$ cat src/design/srpg_pkg.sv
// ----------------------------------------------------------------------------
// srpg_pkg: shared types and constants of the stepper ramp pulse generator
// Field widths, request and result structs, register indexes and the
// acceleration period table.
// ----------------------------------------------------------------------------
`default_nettype none

package srpg_pkg;

	localparam int LEVELS      = 48;
	localparam int LEVEL_BITS  = 6;
	localparam int PERIOD_BITS = 14;
	localparam int STEP_BITS   = 17;
	localparam int ANGLE_BITS  = 16;
	localparam int SPD_BITS    = 16;
	localparam int ACCEL_BITS  = 8;
	localparam int CFG_IDX_BITS  = 2;
	localparam int CFG_DATA_BITS = 16;

	// Angle magnitude needs one bit more than the angle for the most negative value
	localparam int MAG_BITS    = ANGLE_BITS + 1;
	localparam int PROD_BITS   = MAG_BITS + SPD_BITS;
	localparam int SCALE_SHIFT = 12;

	// Register reset values
	localparam logic [SPD_BITS-1:0]   SPD_RESET   = 16'd15588;
	localparam logic [ACCEL_BITS-1:0] ACCEL_RESET = 8'd10;
	localparam logic [LEVEL_BITS-1:0] TOP_RESET   = 6'd31;

	// Register indexes
	localparam logic [CFG_IDX_BITS-1:0] CFG_STEPS_PER_DEG = 2'd0;
	localparam logic [CFG_IDX_BITS-1:0] CFG_ACCEL_PULSES  = 2'd1;
	localparam logic [CFG_IDX_BITS-1:0] CFG_TOP_LEVEL     = 2'd2;

	// Request kinds
	localparam logic KIND_START = 1'b0;
	localparam logic KIND_TICK  = 1'b1;

	typedef struct packed {
		logic                         kind;
		logic signed [ANGLE_BITS-1:0] move_angle;
	} req_t;

	typedef struct packed {
		logic step_out;
		logic dir_out;
		logic busy_res;
		logic move_done;
	} res_t;

	// Step period in base ticks for each speed level (100 Hz to 4800 Hz at 1 MHz)
	localparam logic [PERIOD_BITS-1:0] PERIOD_TABLE [LEVELS] = '{
		14'd10000, 14'd5000, 14'd3333, 14'd2500, 14'd2000, 14'd1667, 14'd1429, 14'd1250,
		14'd1111,  14'd1000, 14'd909,  14'd833,  14'd769,  14'd714,  14'd667,  14'd625,
		14'd588,   14'd556,  14'd526,  14'd500,  14'd476,  14'd455,  14'd435,  14'd417,
		14'd400,   14'd385,  14'd370,  14'd357,  14'd345,  14'd333,  14'd323,  14'd313,
		14'd303,   14'd294,  14'd286,  14'd278,  14'd270,  14'd263,  14'd256,  14'd250,
		14'd244,   14'd238,  14'd233,  14'd227,  14'd222,  14'd217,  14'd213,  14'd208
	};

	// Period word for a level; levels past the table use the last word
	function automatic logic [PERIOD_BITS-1:0] period_word(input logic [LEVEL_BITS-1:0] lvl);
		logic [LEVEL_BITS-1:0] idx;
		idx = (lvl > LEVEL_BITS'(LEVELS - 1)) ? LEVEL_BITS'(LEVELS - 1) : lvl;
		return PERIOD_TABLE[idx];
	endfunction

endpackage

`default_nettype wire

$ cat src/design/srpg_rom.sv
// ----------------------------------------------------------------------------
// srpg_rom: period table read port
// Synchronous read of the period table.
// ----------------------------------------------------------------------------
`default_nettype none

module srpg_rom (
	input  wire logic                              clk,
	input  wire logic                              arst_n,
	input  wire logic [srpg_pkg::LEVEL_BITS-1:0]   addr,
	output logic      [srpg_pkg::PERIOD_BITS-1:0]  data
);

	logic [srpg_pkg::PERIOD_BITS-1:0] data_q;

	// Register the word of the addressed level
	always_ff @(posedge clk or negedge arst_n) begin
		if (!arst_n) begin
			data_q <= srpg_pkg::PERIOD_TABLE[0];
		end else begin
			data_q <= srpg_pkg::period_word(addr);
		end
	end

	assign data = data_q;

endmodule

`default_nettype wire

$ cat src/design/srpg_core.sv
// ----------------------------------------------------------------------------
// srpg_core: channel state and step sequencing
// Holds the configuration registers and the move state, applies one request
// per cycle when accepted and forms its result. The current step period
// comes from the period table read port, addressed with the next speed level.
// ----------------------------------------------------------------------------
`default_nettype none

module srpg_core (
	input  wire logic                                clk,
	input  wire logic                                arst_n,
	input  wire logic                                cfg_we,
	input  wire logic [srpg_pkg::CFG_IDX_BITS-1:0]   cfg_idx,
	input  wire logic [srpg_pkg::CFG_DATA_BITS-1:0]  cfg_data,
	input  wire logic                                req_acc,
	input  wire srpg_pkg::req_t                      req,
	input  wire logic [srpg_pkg::PERIOD_BITS-1:0]    period,
	output logic      [srpg_pkg::LEVEL_BITS-1:0]     rom_addr,
	output srpg_pkg::res_t                           res
);

	localparam int PB = srpg_pkg::PERIOD_BITS;
	localparam int LB = srpg_pkg::LEVEL_BITS;
	localparam int SB = srpg_pkg::STEP_BITS;
	localparam int AB = srpg_pkg::ACCEL_BITS;
	localparam int MB = srpg_pkg::MAG_BITS;
	localparam int XB = srpg_pkg::PROD_BITS;
	localparam int SH = srpg_pkg::SCALE_SHIFT;

	logic [srpg_pkg::SPD_BITS-1:0] spd_q;
	logic [AB-1:0]                 accel_q;
	logic [LB-1:0]                 top_q;

	logic [PB-1:0] pos_q, pos_n;
	logic [SB-1:0] steps_q, steps_n;
	logic [AB-1:0] pulses_q, pulses_n;
	logic [LB-1:0] lvl_q, lvl_n;
	logic          run_q, run_n;
	logic          dir_q, dir_n;

	logic          neg;
	logic [MB-1:0] mag;
	logic [XB-1:0] prod;
	logic          cnt_nz;
	logic [SB-1:0] cnt_sat;
	logic [PB-1:0] half;
	logic          pin;
	logic          period_end;
	logic [AB-1:0] pulses_inc;
	logic [AB-1:0] lim;
	logic [SB-1:0] steps_dec;
	logic          step;
	logic          done;

	// Configuration registers
	always_ff @(posedge clk or negedge arst_n) begin
		if (!arst_n) begin
			spd_q   <= srpg_pkg::SPD_RESET;
			accel_q <= srpg_pkg::ACCEL_RESET;
			top_q   <= srpg_pkg::TOP_RESET;
		end else if (cfg_we) begin
			unique case (cfg_idx)
				srpg_pkg::CFG_STEPS_PER_DEG: spd_q   <= cfg_data[srpg_pkg::SPD_BITS-1:0];
				srpg_pkg::CFG_ACCEL_PULSES:  accel_q <= cfg_data[AB-1:0];
				srpg_pkg::CFG_TOP_LEVEL:     top_q   <= cfg_data[LB-1:0];
				default: ;
			endcase
		end
	end

	// Scale the angle magnitude into a step count
	always_comb begin
		neg     = req.move_angle[srpg_pkg::ANGLE_BITS-1];
		mag     = neg ? ({1'b1, {(MB-1){1'b0}}} - {1'b0, req.move_angle})
		              : {1'b0, req.move_angle};
		prod    = XB'(mag) * XB'(spd_q);
		cnt_nz  = |prod[XB-1:SH];
		cnt_sat = (|prod[XB-1:SH+SB]) ? {SB{1'b1}} : prod[SH+SB-1:SH];
	end

	// Next state and result of the request
	always_comb begin
		half       = period >> 1;
		pin        = run_q && (pos_q < half);
		period_end = ({1'b0, pos_q} + (PB+1)'(1)) >= {1'b0, period};
		pulses_inc = pulses_q + AB'(1);
		lim        = (accel_q == '0) ? AB'(1) : accel_q;
		steps_dec  = (steps_q != '0) ? steps_q - SB'(1) : '0;

		pos_n    = pos_q;
		steps_n  = steps_q;
		pulses_n = pulses_q;
		lvl_n    = lvl_q;
		run_n    = run_q;
		dir_n    = dir_q;
		step     = 1'b0;
		done     = 1'b0;

		if (req_acc) begin
			if (req.kind == srpg_pkg::KIND_START) begin
				// Load a move; a zero count leaves everything alone
				if (cnt_nz) begin
					dir_n   = !neg;
					steps_n = cnt_sat;
					if (!run_q) begin
						run_n    = 1'b1;
						pos_n    = '0;
						pulses_n = '0;
						lvl_n    = '0;
					end
				end
				step = run_n && (pos_n < half);
			end else if (run_q) begin
				// Advance one tick; close the step period at its end
				step = pin;
				if (period_end) begin
					if (lvl_q < top_q) begin
						if (pulses_inc >= lim) begin
							pulses_n = '0;
							lvl_n    = lvl_q + LB'(1);
						end else begin
							pulses_n = pulses_inc;
						end
					end
					steps_n = steps_dec;
					pos_n   = '0;
					if (steps_dec == '0) begin
						run_n    = 1'b0;
						done     = 1'b1;
						pulses_n = '0;
						lvl_n    = '0;
					end
				end else begin
					pos_n = pos_q + PB'(1);
				end
			end
		end

		rom_addr      = lvl_n;
		res.step_out  = step;
		res.dir_out   = dir_n;
		res.busy_res  = run_n;
		res.move_done = done;
	end

	// Move state
	always_ff @(posedge clk or negedge arst_n) begin
		if (!arst_n) begin
			pos_q    <= '0;
			steps_q  <= '0;
			pulses_q <= '0;
			lvl_q    <= '0;
			run_q    <= 1'b0;
			dir_q    <= 1'b0;
		end else begin
			pos_q    <= pos_n;
			steps_q  <= steps_n;
			pulses_q <= pulses_n;
			lvl_q    <= lvl_n;
			run_q    <= run_n;
			dir_q    <= dir_n;
		end
	end

	// A running move always has steps left
	assert property (@(posedge clk) disable iff (!arst_n) run_q |-> steps_q != '0)
		else $error("running with no steps left");

	// An idle channel sits at the bottom of the ramp
	assert property (@(posedge clk) disable iff (!arst_n)
		!run_q |-> (lvl_q == '0 && pulses_q == '0))
		else $error("idle channel not at level zero");

	// The table read port tracks the current level
	assert property (@(posedge clk) disable iff (!arst_n)
		period == srpg_pkg::period_word(lvl_q))
		else $error("period word out of step with level");

	// A finished move leaves the channel idle
	assert property (@(posedge clk) disable iff (!arst_n) (req_acc && done) |=> !run_q)
		else $error("channel still running after move done");

	// The tick position stays inside a nonzero period
	assert property (@(posedge clk) disable iff (!arst_n)
		(run_q && period != '0) |-> pos_q < period)
		else $error("tick position past end of period");

endmodule

`default_nettype wire

$ cat src/design/srpg_obuf.sv
// ----------------------------------------------------------------------------
// srpg_obuf: result output buffer
// Output register plus one skid entry, so a new request can be taken
// while a finished result waits on a stalled output.
// ----------------------------------------------------------------------------
`default_nettype none

module srpg_obuf (
	input  wire logic            clk,
	input  wire logic            arst_n,
	input  wire logic            push,
	input  wire srpg_pkg::res_t  push_data,
	output logic                 full,
	output logic                 out_valid,
	input  wire logic            out_stall,
	output srpg_pkg::res_t       out_data
);

	logic           ov_q;
	logic           sv_q;
	srpg_pkg::res_t od_q;
	srpg_pkg::res_t sd_q;
	logic           pop;

	assign pop = ov_q && !out_stall;

	// Valid flags
	always_ff @(posedge clk or negedge arst_n) begin
		if (!arst_n) begin
			ov_q <= 1'b0;
			sv_q <= 1'b0;
		end else if (sv_q) begin
			if (pop) begin
				sv_q <= 1'b0;
			end
		end else if (push) begin
			if (ov_q && !pop) begin
				sv_q <= 1'b1;
			end else begin
				ov_q <= 1'b1;
			end
		end else if (pop) begin
			ov_q <= 1'b0;
		end
	end

	// Result data: refill the output from the skid entry first
	always_ff @(posedge clk) begin
		if (sv_q) begin
			if (pop) begin
				od_q <= sd_q;
			end
		end else if (push) begin
			if (ov_q && !pop) begin
				sd_q <= push_data;
			end else begin
				od_q <= push_data;
			end
		end
	end

	assign full      = sv_q;
	assign out_valid = ov_q;
	assign out_data  = od_q;

endmodule

`default_nettype wire

$ cat src/design/stepper_ramp_pulse_generator.sv
// ----------------------------------------------------------------------------
// stepper_ramp_pulse_generator: one stepper channel with an acceleration ramp
// Turns start and tick requests into step, direction, busy and done levels.
// ----------------------------------------------------------------------------
// Every request, start or tick, yields one result; the block accepts a
// request every cycle while in_stall is low, and the result is registered
// in the output buffer. The step period is read from a registered period
// table, addressed with the level the request leaves behind, so the next
// request finds its word ready. A two-entry output buffer holds results
// while out_stall is high; in_stall rises only when both entries are full.
// Configuration writes take effect at once and must be done while idle.
`default_nettype none

module stepper_ramp_pulse_generator (
	input  wire logic                                clk,
	input  wire logic                                arst_n,
	input  wire logic                                in_valid,
	output logic                                     in_stall,
	input  wire srpg_pkg::req_t                      in_data,
	output logic                                     out_valid,
	input  wire logic                                out_stall,
	output srpg_pkg::res_t                           out_data,
	input  wire logic                                cfg_we,
	input  wire logic [srpg_pkg::CFG_IDX_BITS-1:0]   cfg_idx,
	input  wire logic [srpg_pkg::CFG_DATA_BITS-1:0]  cfg_data
);

	logic                             req_acc;
	logic                             buf_full;
	logic [srpg_pkg::LEVEL_BITS-1:0]  rom_addr;
	logic [srpg_pkg::PERIOD_BITS-1:0] period;
	srpg_pkg::res_t                   res;

	// Take a request when the buffer has room
	assign in_stall = buf_full;
	assign req_acc  = in_valid && !buf_full;

	srpg_rom u_rom (
		.clk    (clk),
		.arst_n (arst_n),
		.addr   (rom_addr),
		.data   (period)
	);

	srpg_core u_core (
		.clk      (clk),
		.arst_n   (arst_n),
		.cfg_we   (cfg_we),
		.cfg_idx  (cfg_idx),
		.cfg_data (cfg_data),
		.req_acc  (req_acc),
		.req      (in_data),
		.period   (period),
		.rom_addr (rom_addr),
		.res      (res)
	);

	srpg_obuf u_obuf (
		.clk       (clk),
		.arst_n    (arst_n),
		.push      (req_acc),
		.push_data (res),
		.full      (buf_full),
		.out_valid (out_valid),
		.out_stall (out_stall),
		.out_data  (out_data)
	);

endmodule

`default_nettype wire
$ cat config.mk
export PLATFORM = sky130hd
export DESIGN_NAME = stepper_ramp_pulse_generator
export DESIGN_NICKNAME = d
export VERILOG_FILES = /design/src/design/srpg_pkg.sv /design/src/design/srpg_rom.sv /design/src/design/srpg_core.sv /design/src/design/srpg_obuf.sv /design/src/design/stepper_ramp_pulse_generator.sv
export SDC_FILE = /design/constraint.sdc
export NUM_CORES = 1
export LEC_CHECK = 0
export BUFFER_PORTS_ARGS = -buffer_cell sky130_fd_sc_hd__buf_2
export CAP_MARGIN = 40
export CORE_MARGIN = 2
export CORE_UTILIZATION = 25
export DETAILED_ROUTE_END_ITERATION = 12
export SYNTH_ARGS = -nofsm -noshare
export SYNTH_HDL_FRONTEND = slang
export SYNTH_HIERARCHICAL = 1
export SYNTH_SLANG_ARGS = --single-unit
$ cat constraint.sdc
create_clock -name clk -period 8.8 [get_ports clk]
set_input_delay 0.44 -clock clk [delete_from_list [all_inputs] [get_ports clk]]
set_output_delay 0.44 -clock clk [all_outputs]
set_load 0.01 [all_outputs]
==> reports/qor_table.md <==
| Step | Parameter | Reported |
|---|---|---|
| placement | DP Area | 19800 µm² |
| setup path | Critical path data required time | 9.06 ns |
| synth | Share of flip-flops with an asynchronous set or reset after synthesis | 0.921 |
| synth | Count of yosys warnings during synthesis | 6 |
| timing | Final count of pins violating max slew | 0 |
| synth | Fraction of the mapped netlist area in adder cells | 0.378 |
| cells and area | Proportion of layout cells with a drive suffix above 1 | 0.276 |
| clock network | TritonCTS clock tree | yes |
| global routing | Pin count of the biggest net entering global routing | 43 |
| clock network | Clk pin slew, worst setup/hold paths | 0.08 ns |
| clock network | Number of H-tree levels | 3 |
| detailed routing | DR pass1 iterations | 5 |
| detailed routing | DRC violation total after the first TritonRoute iteration | 893 |
| clock network | Cell chosen for the clock root | clkbuf_16 |
| synth | Yosys reg bits | 101 |
| timing | Actual transition at the worst max-transition pin | 0.722 ns |
| die | Die H | 261 µm |
| status | Failing checks | setup timing |
| synth | Synthesized area per cell | 8.83 µm² |
| cells and area | Most frequent cells in the layout | buf_4, nand2_1, inv_1 |
| cells and area | Net count reported at finish | 2577 |
| placement | Placer congestion estimate | 0.877 |
| setup path | Reg2reg path depth | 31 |
| setup path | Top fanout value on the critical path | 6 |
| cells and area | Fin util | 0.325 |
| die | Total die area | 67900 µm² |
| timing | Highest Clock Rate | 109 MHz |
| placement | Half-perimeter wire length after placement | 36.7 mm |
| timing | Share of the clock period used by the worst path | 1.04 |
| global routing | Vias in the first global route | 14695 |
| detailed routing | Antenna viol nets, final | 0 |
| synth | Synthesized-area fraction occupied by and/or/nand/nor cells | 0.196 |
| die | IO Count | 46 |
| min path | Class of the tightest hold or removal check | primary input to flip-flop |
| setup path | Path type of the worst setup path | primary input to flip-flop |
| setup path | Max stage delay cell, worst path | fa_1 |
| placement | Number of buffer cells added on primary ports | 45 |
| global routing | Remaining Overflow, GRT | 0 |
| clock network | Skew-Pair Late Insertion Delay | 0.37 ns |
| setup path | Crit path largest cell delay | 0.59 ns |
| die | Effective utilization at floorplan | 0.251 |
| synth | Cell count after synthesis | 1865 |
| clock network | Maximum number of buffers from clock root to sink | 2 |
| cells and area | Synth-to-layout area growth | 29.3% |
| synth | Post-synthesis mux area share | 0.0286 |
| status | Status | finished, violations left |
| timing | Setup ws final | -0.373 ns |
| global routing | Antenna violations before repair | 2 |
| detailed routing | Routed wire length per instance | 14.8 µm |
| timing | Number of hold violations in the final report | 0 |
| synth | Largest family of logic cells by synthesized area | adder cells |
| detailed routing | Overall via count from detail_route | 14063 |
| synth | Parity-gate share of the synthesized area counting xor and xnor cells | 0.0282 |
| timing | RSZ-0062 raised after global routing | true |
| setup path | Critical Path Start Type | primary input |
| global routing | Wire length of the first global-routing pass | 75.8 mm |
| global routing | Global router's overall resource usage | 0.138 |
| detailed routing | Vias per std cell | 4.64 |
| die | Cell Rows | 94 |
| die | Die Span X | 261 µm |
| clock network | Total number of clock tree sinks | 101 |
| setup path | Category of the worst setup path capture point | flip-flop |
| min path | Worst Hold Path Cells | 2 |
| timing | Shortest period the worst path allows | 9.17 ns |
| clock network | Number of buffers created by CTS | 9 |
| die | Area of the core region | 65500 µm² |
| synth | Top flip-flop cell by instance count after synthesis | dfrtp_1 |
| timing | Setup-violating endpoint count in the final report | 12 |
| timing | Slew headroom | 0.514 |
| run | Max Cap Viol | 0 |
| timing | Post-route clock skew | 0.00960 ns |
| detailed routing | DRC violation count after routing | 0 |
| synth | Number of synthesized flops with an enable pin | 8 |
| synth | Area fraction in compound gates after synthesis | 0.128 |
| cells and area | Leading cell type in the layout, fill and taps excluded | buf_4 |
| detailed routing | Drt total wl | 45.0 mm |
| synth | Fraction of the yosys area taken by sequential cells | 0.157 |
| synth | Number of distinct standard cells referenced by the synthesized netlist | 96 |
| synth | Netlist area before placement | 16500 µm² |
| setup path | Critical Path AT | 9.43 ns |
| cells and area | Final Cell Area | 21300 µm² |
| setup path | Most common cell type on the critical path | fa_1 |
cell families (layout without fill, tap and decap cells):
logic type | after synthesis | after routing
and+or+nand+nor | 648 | 648
adders and majority gates | 373 | 373
buffers and inverters | 334 | 624
AOI/OAI and AO/OA | 313 | 313
DFF | 101 | 101
xor gates and xnor gates | 53 | 53
muxes | 41 | 41
other | 2 | 17
sequential cells by signal (all words and copies together) (netlist names):
name / cells
u_obuf/out_data: 4
u_core/spd_q: 16
u_rom/data: 14
u_core/accel_q: 8
u_obuf/sd_q: 4
u_core/pos_q: 14
u_core/lvl_q: 6
u_core/steps_q: 17
u_core/run_q: 1
u_obuf/full: 1
u_core/pulses_q: 8
u_core/dir_q: 1
u_core/top_q: 6
u_obuf/out_valid: 1
final cells by class:
class	instances	area (µm²)
flip-flops and latches	101	2590
multi-input cells	1444	13500
fillers	6715	44200
inverters	247	940
diodes	1	2.50
repair buffers	361	2870
well taps	864	1080
clock inverters	5	61.3
clock buffers	11	233
synth_stat cells, types with 5 or more instances:
cell type,n,area share
mux2i_1,5,0.0030
a21oi_1,71,0.022
or2_2,5,0.0019
o31ai_1,12,0.0055
inv_1,247,0.056
xor2_1,14,0.0074
and3_1,15,0.0057
edfxtp_1,8,0.015
fa_1,207,0.25
buf_4,11,0.0050
o21bai_1,5,0.0023
nor2b_1,18,0.0068
nand3_1,36,0.011
buf_1,5,0.0011
o21ai_0,77,0.023
a22o_1,16,0.0085
or4_1,6,0.0027
buf_6,6,0.0041
nor2_1,68,0.015
clkbuf_1,51,0.012
a21o_1,29,0.013
nand2_1,279,0.064
a211o_1,5,0.0027
o21a_1,8,0.0036
nor3_1,28,0.0085
and2_1,91,0.035
xnor2_1,39,0.021
o21ai_1,5,0.0015
nor4_1,13,0.0049
dfrtp_1,73,0.11
nand4_1,20,0.0076
nand2b_1,24,0.0091
buf_2,13,0.0040
a31oi_1,5,0.0019
mux2_2,32,0.022
a211oi_1,8,0.0036
dfstp_2,20,0.032
o211ai_1,15,0.0068
or3_1,10,0.0038
ha_1,166,0.13
metal layers:
| layer | share of wire | global-route usage |
|---|---|---|
| met3 | 0.039 | 0.0139 |
| met4 | 0.020 | 0.0341 |
| met5 | 0.00024 | 0 |
| met2 | 0.48 | 0.235 |
| met1 | 0.46 | 0.186 |
worst max-delay path, delay by kind of cell:
family          cells  cell delay (ns)
xor+xnor            2             0.30
fa+ha+maj           8             3.44
compound gates      8             1.60
simple gates       10             2.14
buf+inv            12             1.52
path summary, 6_finish.rpt:
kind	start	to	slack (ns)
worst min register to register	u_core/pulses_q[7]	u_core/pulses_q[7]	0.51
worst min-delay path	cfg_data[12]	u_core/spd_q[12]	0.29
worst max register to register	u_core/spd_q[6]	u_rom/data[0]	0.36
worst max-delay path	in_data[3]	u_rom/data[0]	-0.37
min in group asynchronous	arst_n	u_core/pos_q[2]	0.51
max in group asynchronous	arst_n	u_core/spd_q[12]	7.23
metrics by stage:
step / hold WS, ns / setup TNS, ns / setup WS [ns] / instances
floorplan: 0.144 / -3.32 / -0.548 / 1879
global placement: 0.386 / -14.39 / -1.08 / 2968
detailed placement: 0.394 / -15.27 / -1.08 / 2970
CTS: 0.273 / -2.80 / -0.350 / 3019
global route: 0.290 / -7.45 / -0.728 / 3033
finish: 0.295 / -2.46 / -0.373 / 3034
repair_timing:
item | 4_1_cts | 5_1_grt
hold buffers | 1 | 0
setup buffers | 31 | 16
cloned | 1 | 0
gates resized for setup | 79 | 87
endpoints found under the setup margin | 18 | 19
endpoints found under the hold margin | 25 | 0
pin swaps | 99 | 64
Power is not shown: default switching activity piles up to over one toggle a cycle in this logic, so the estimate is an artifact.
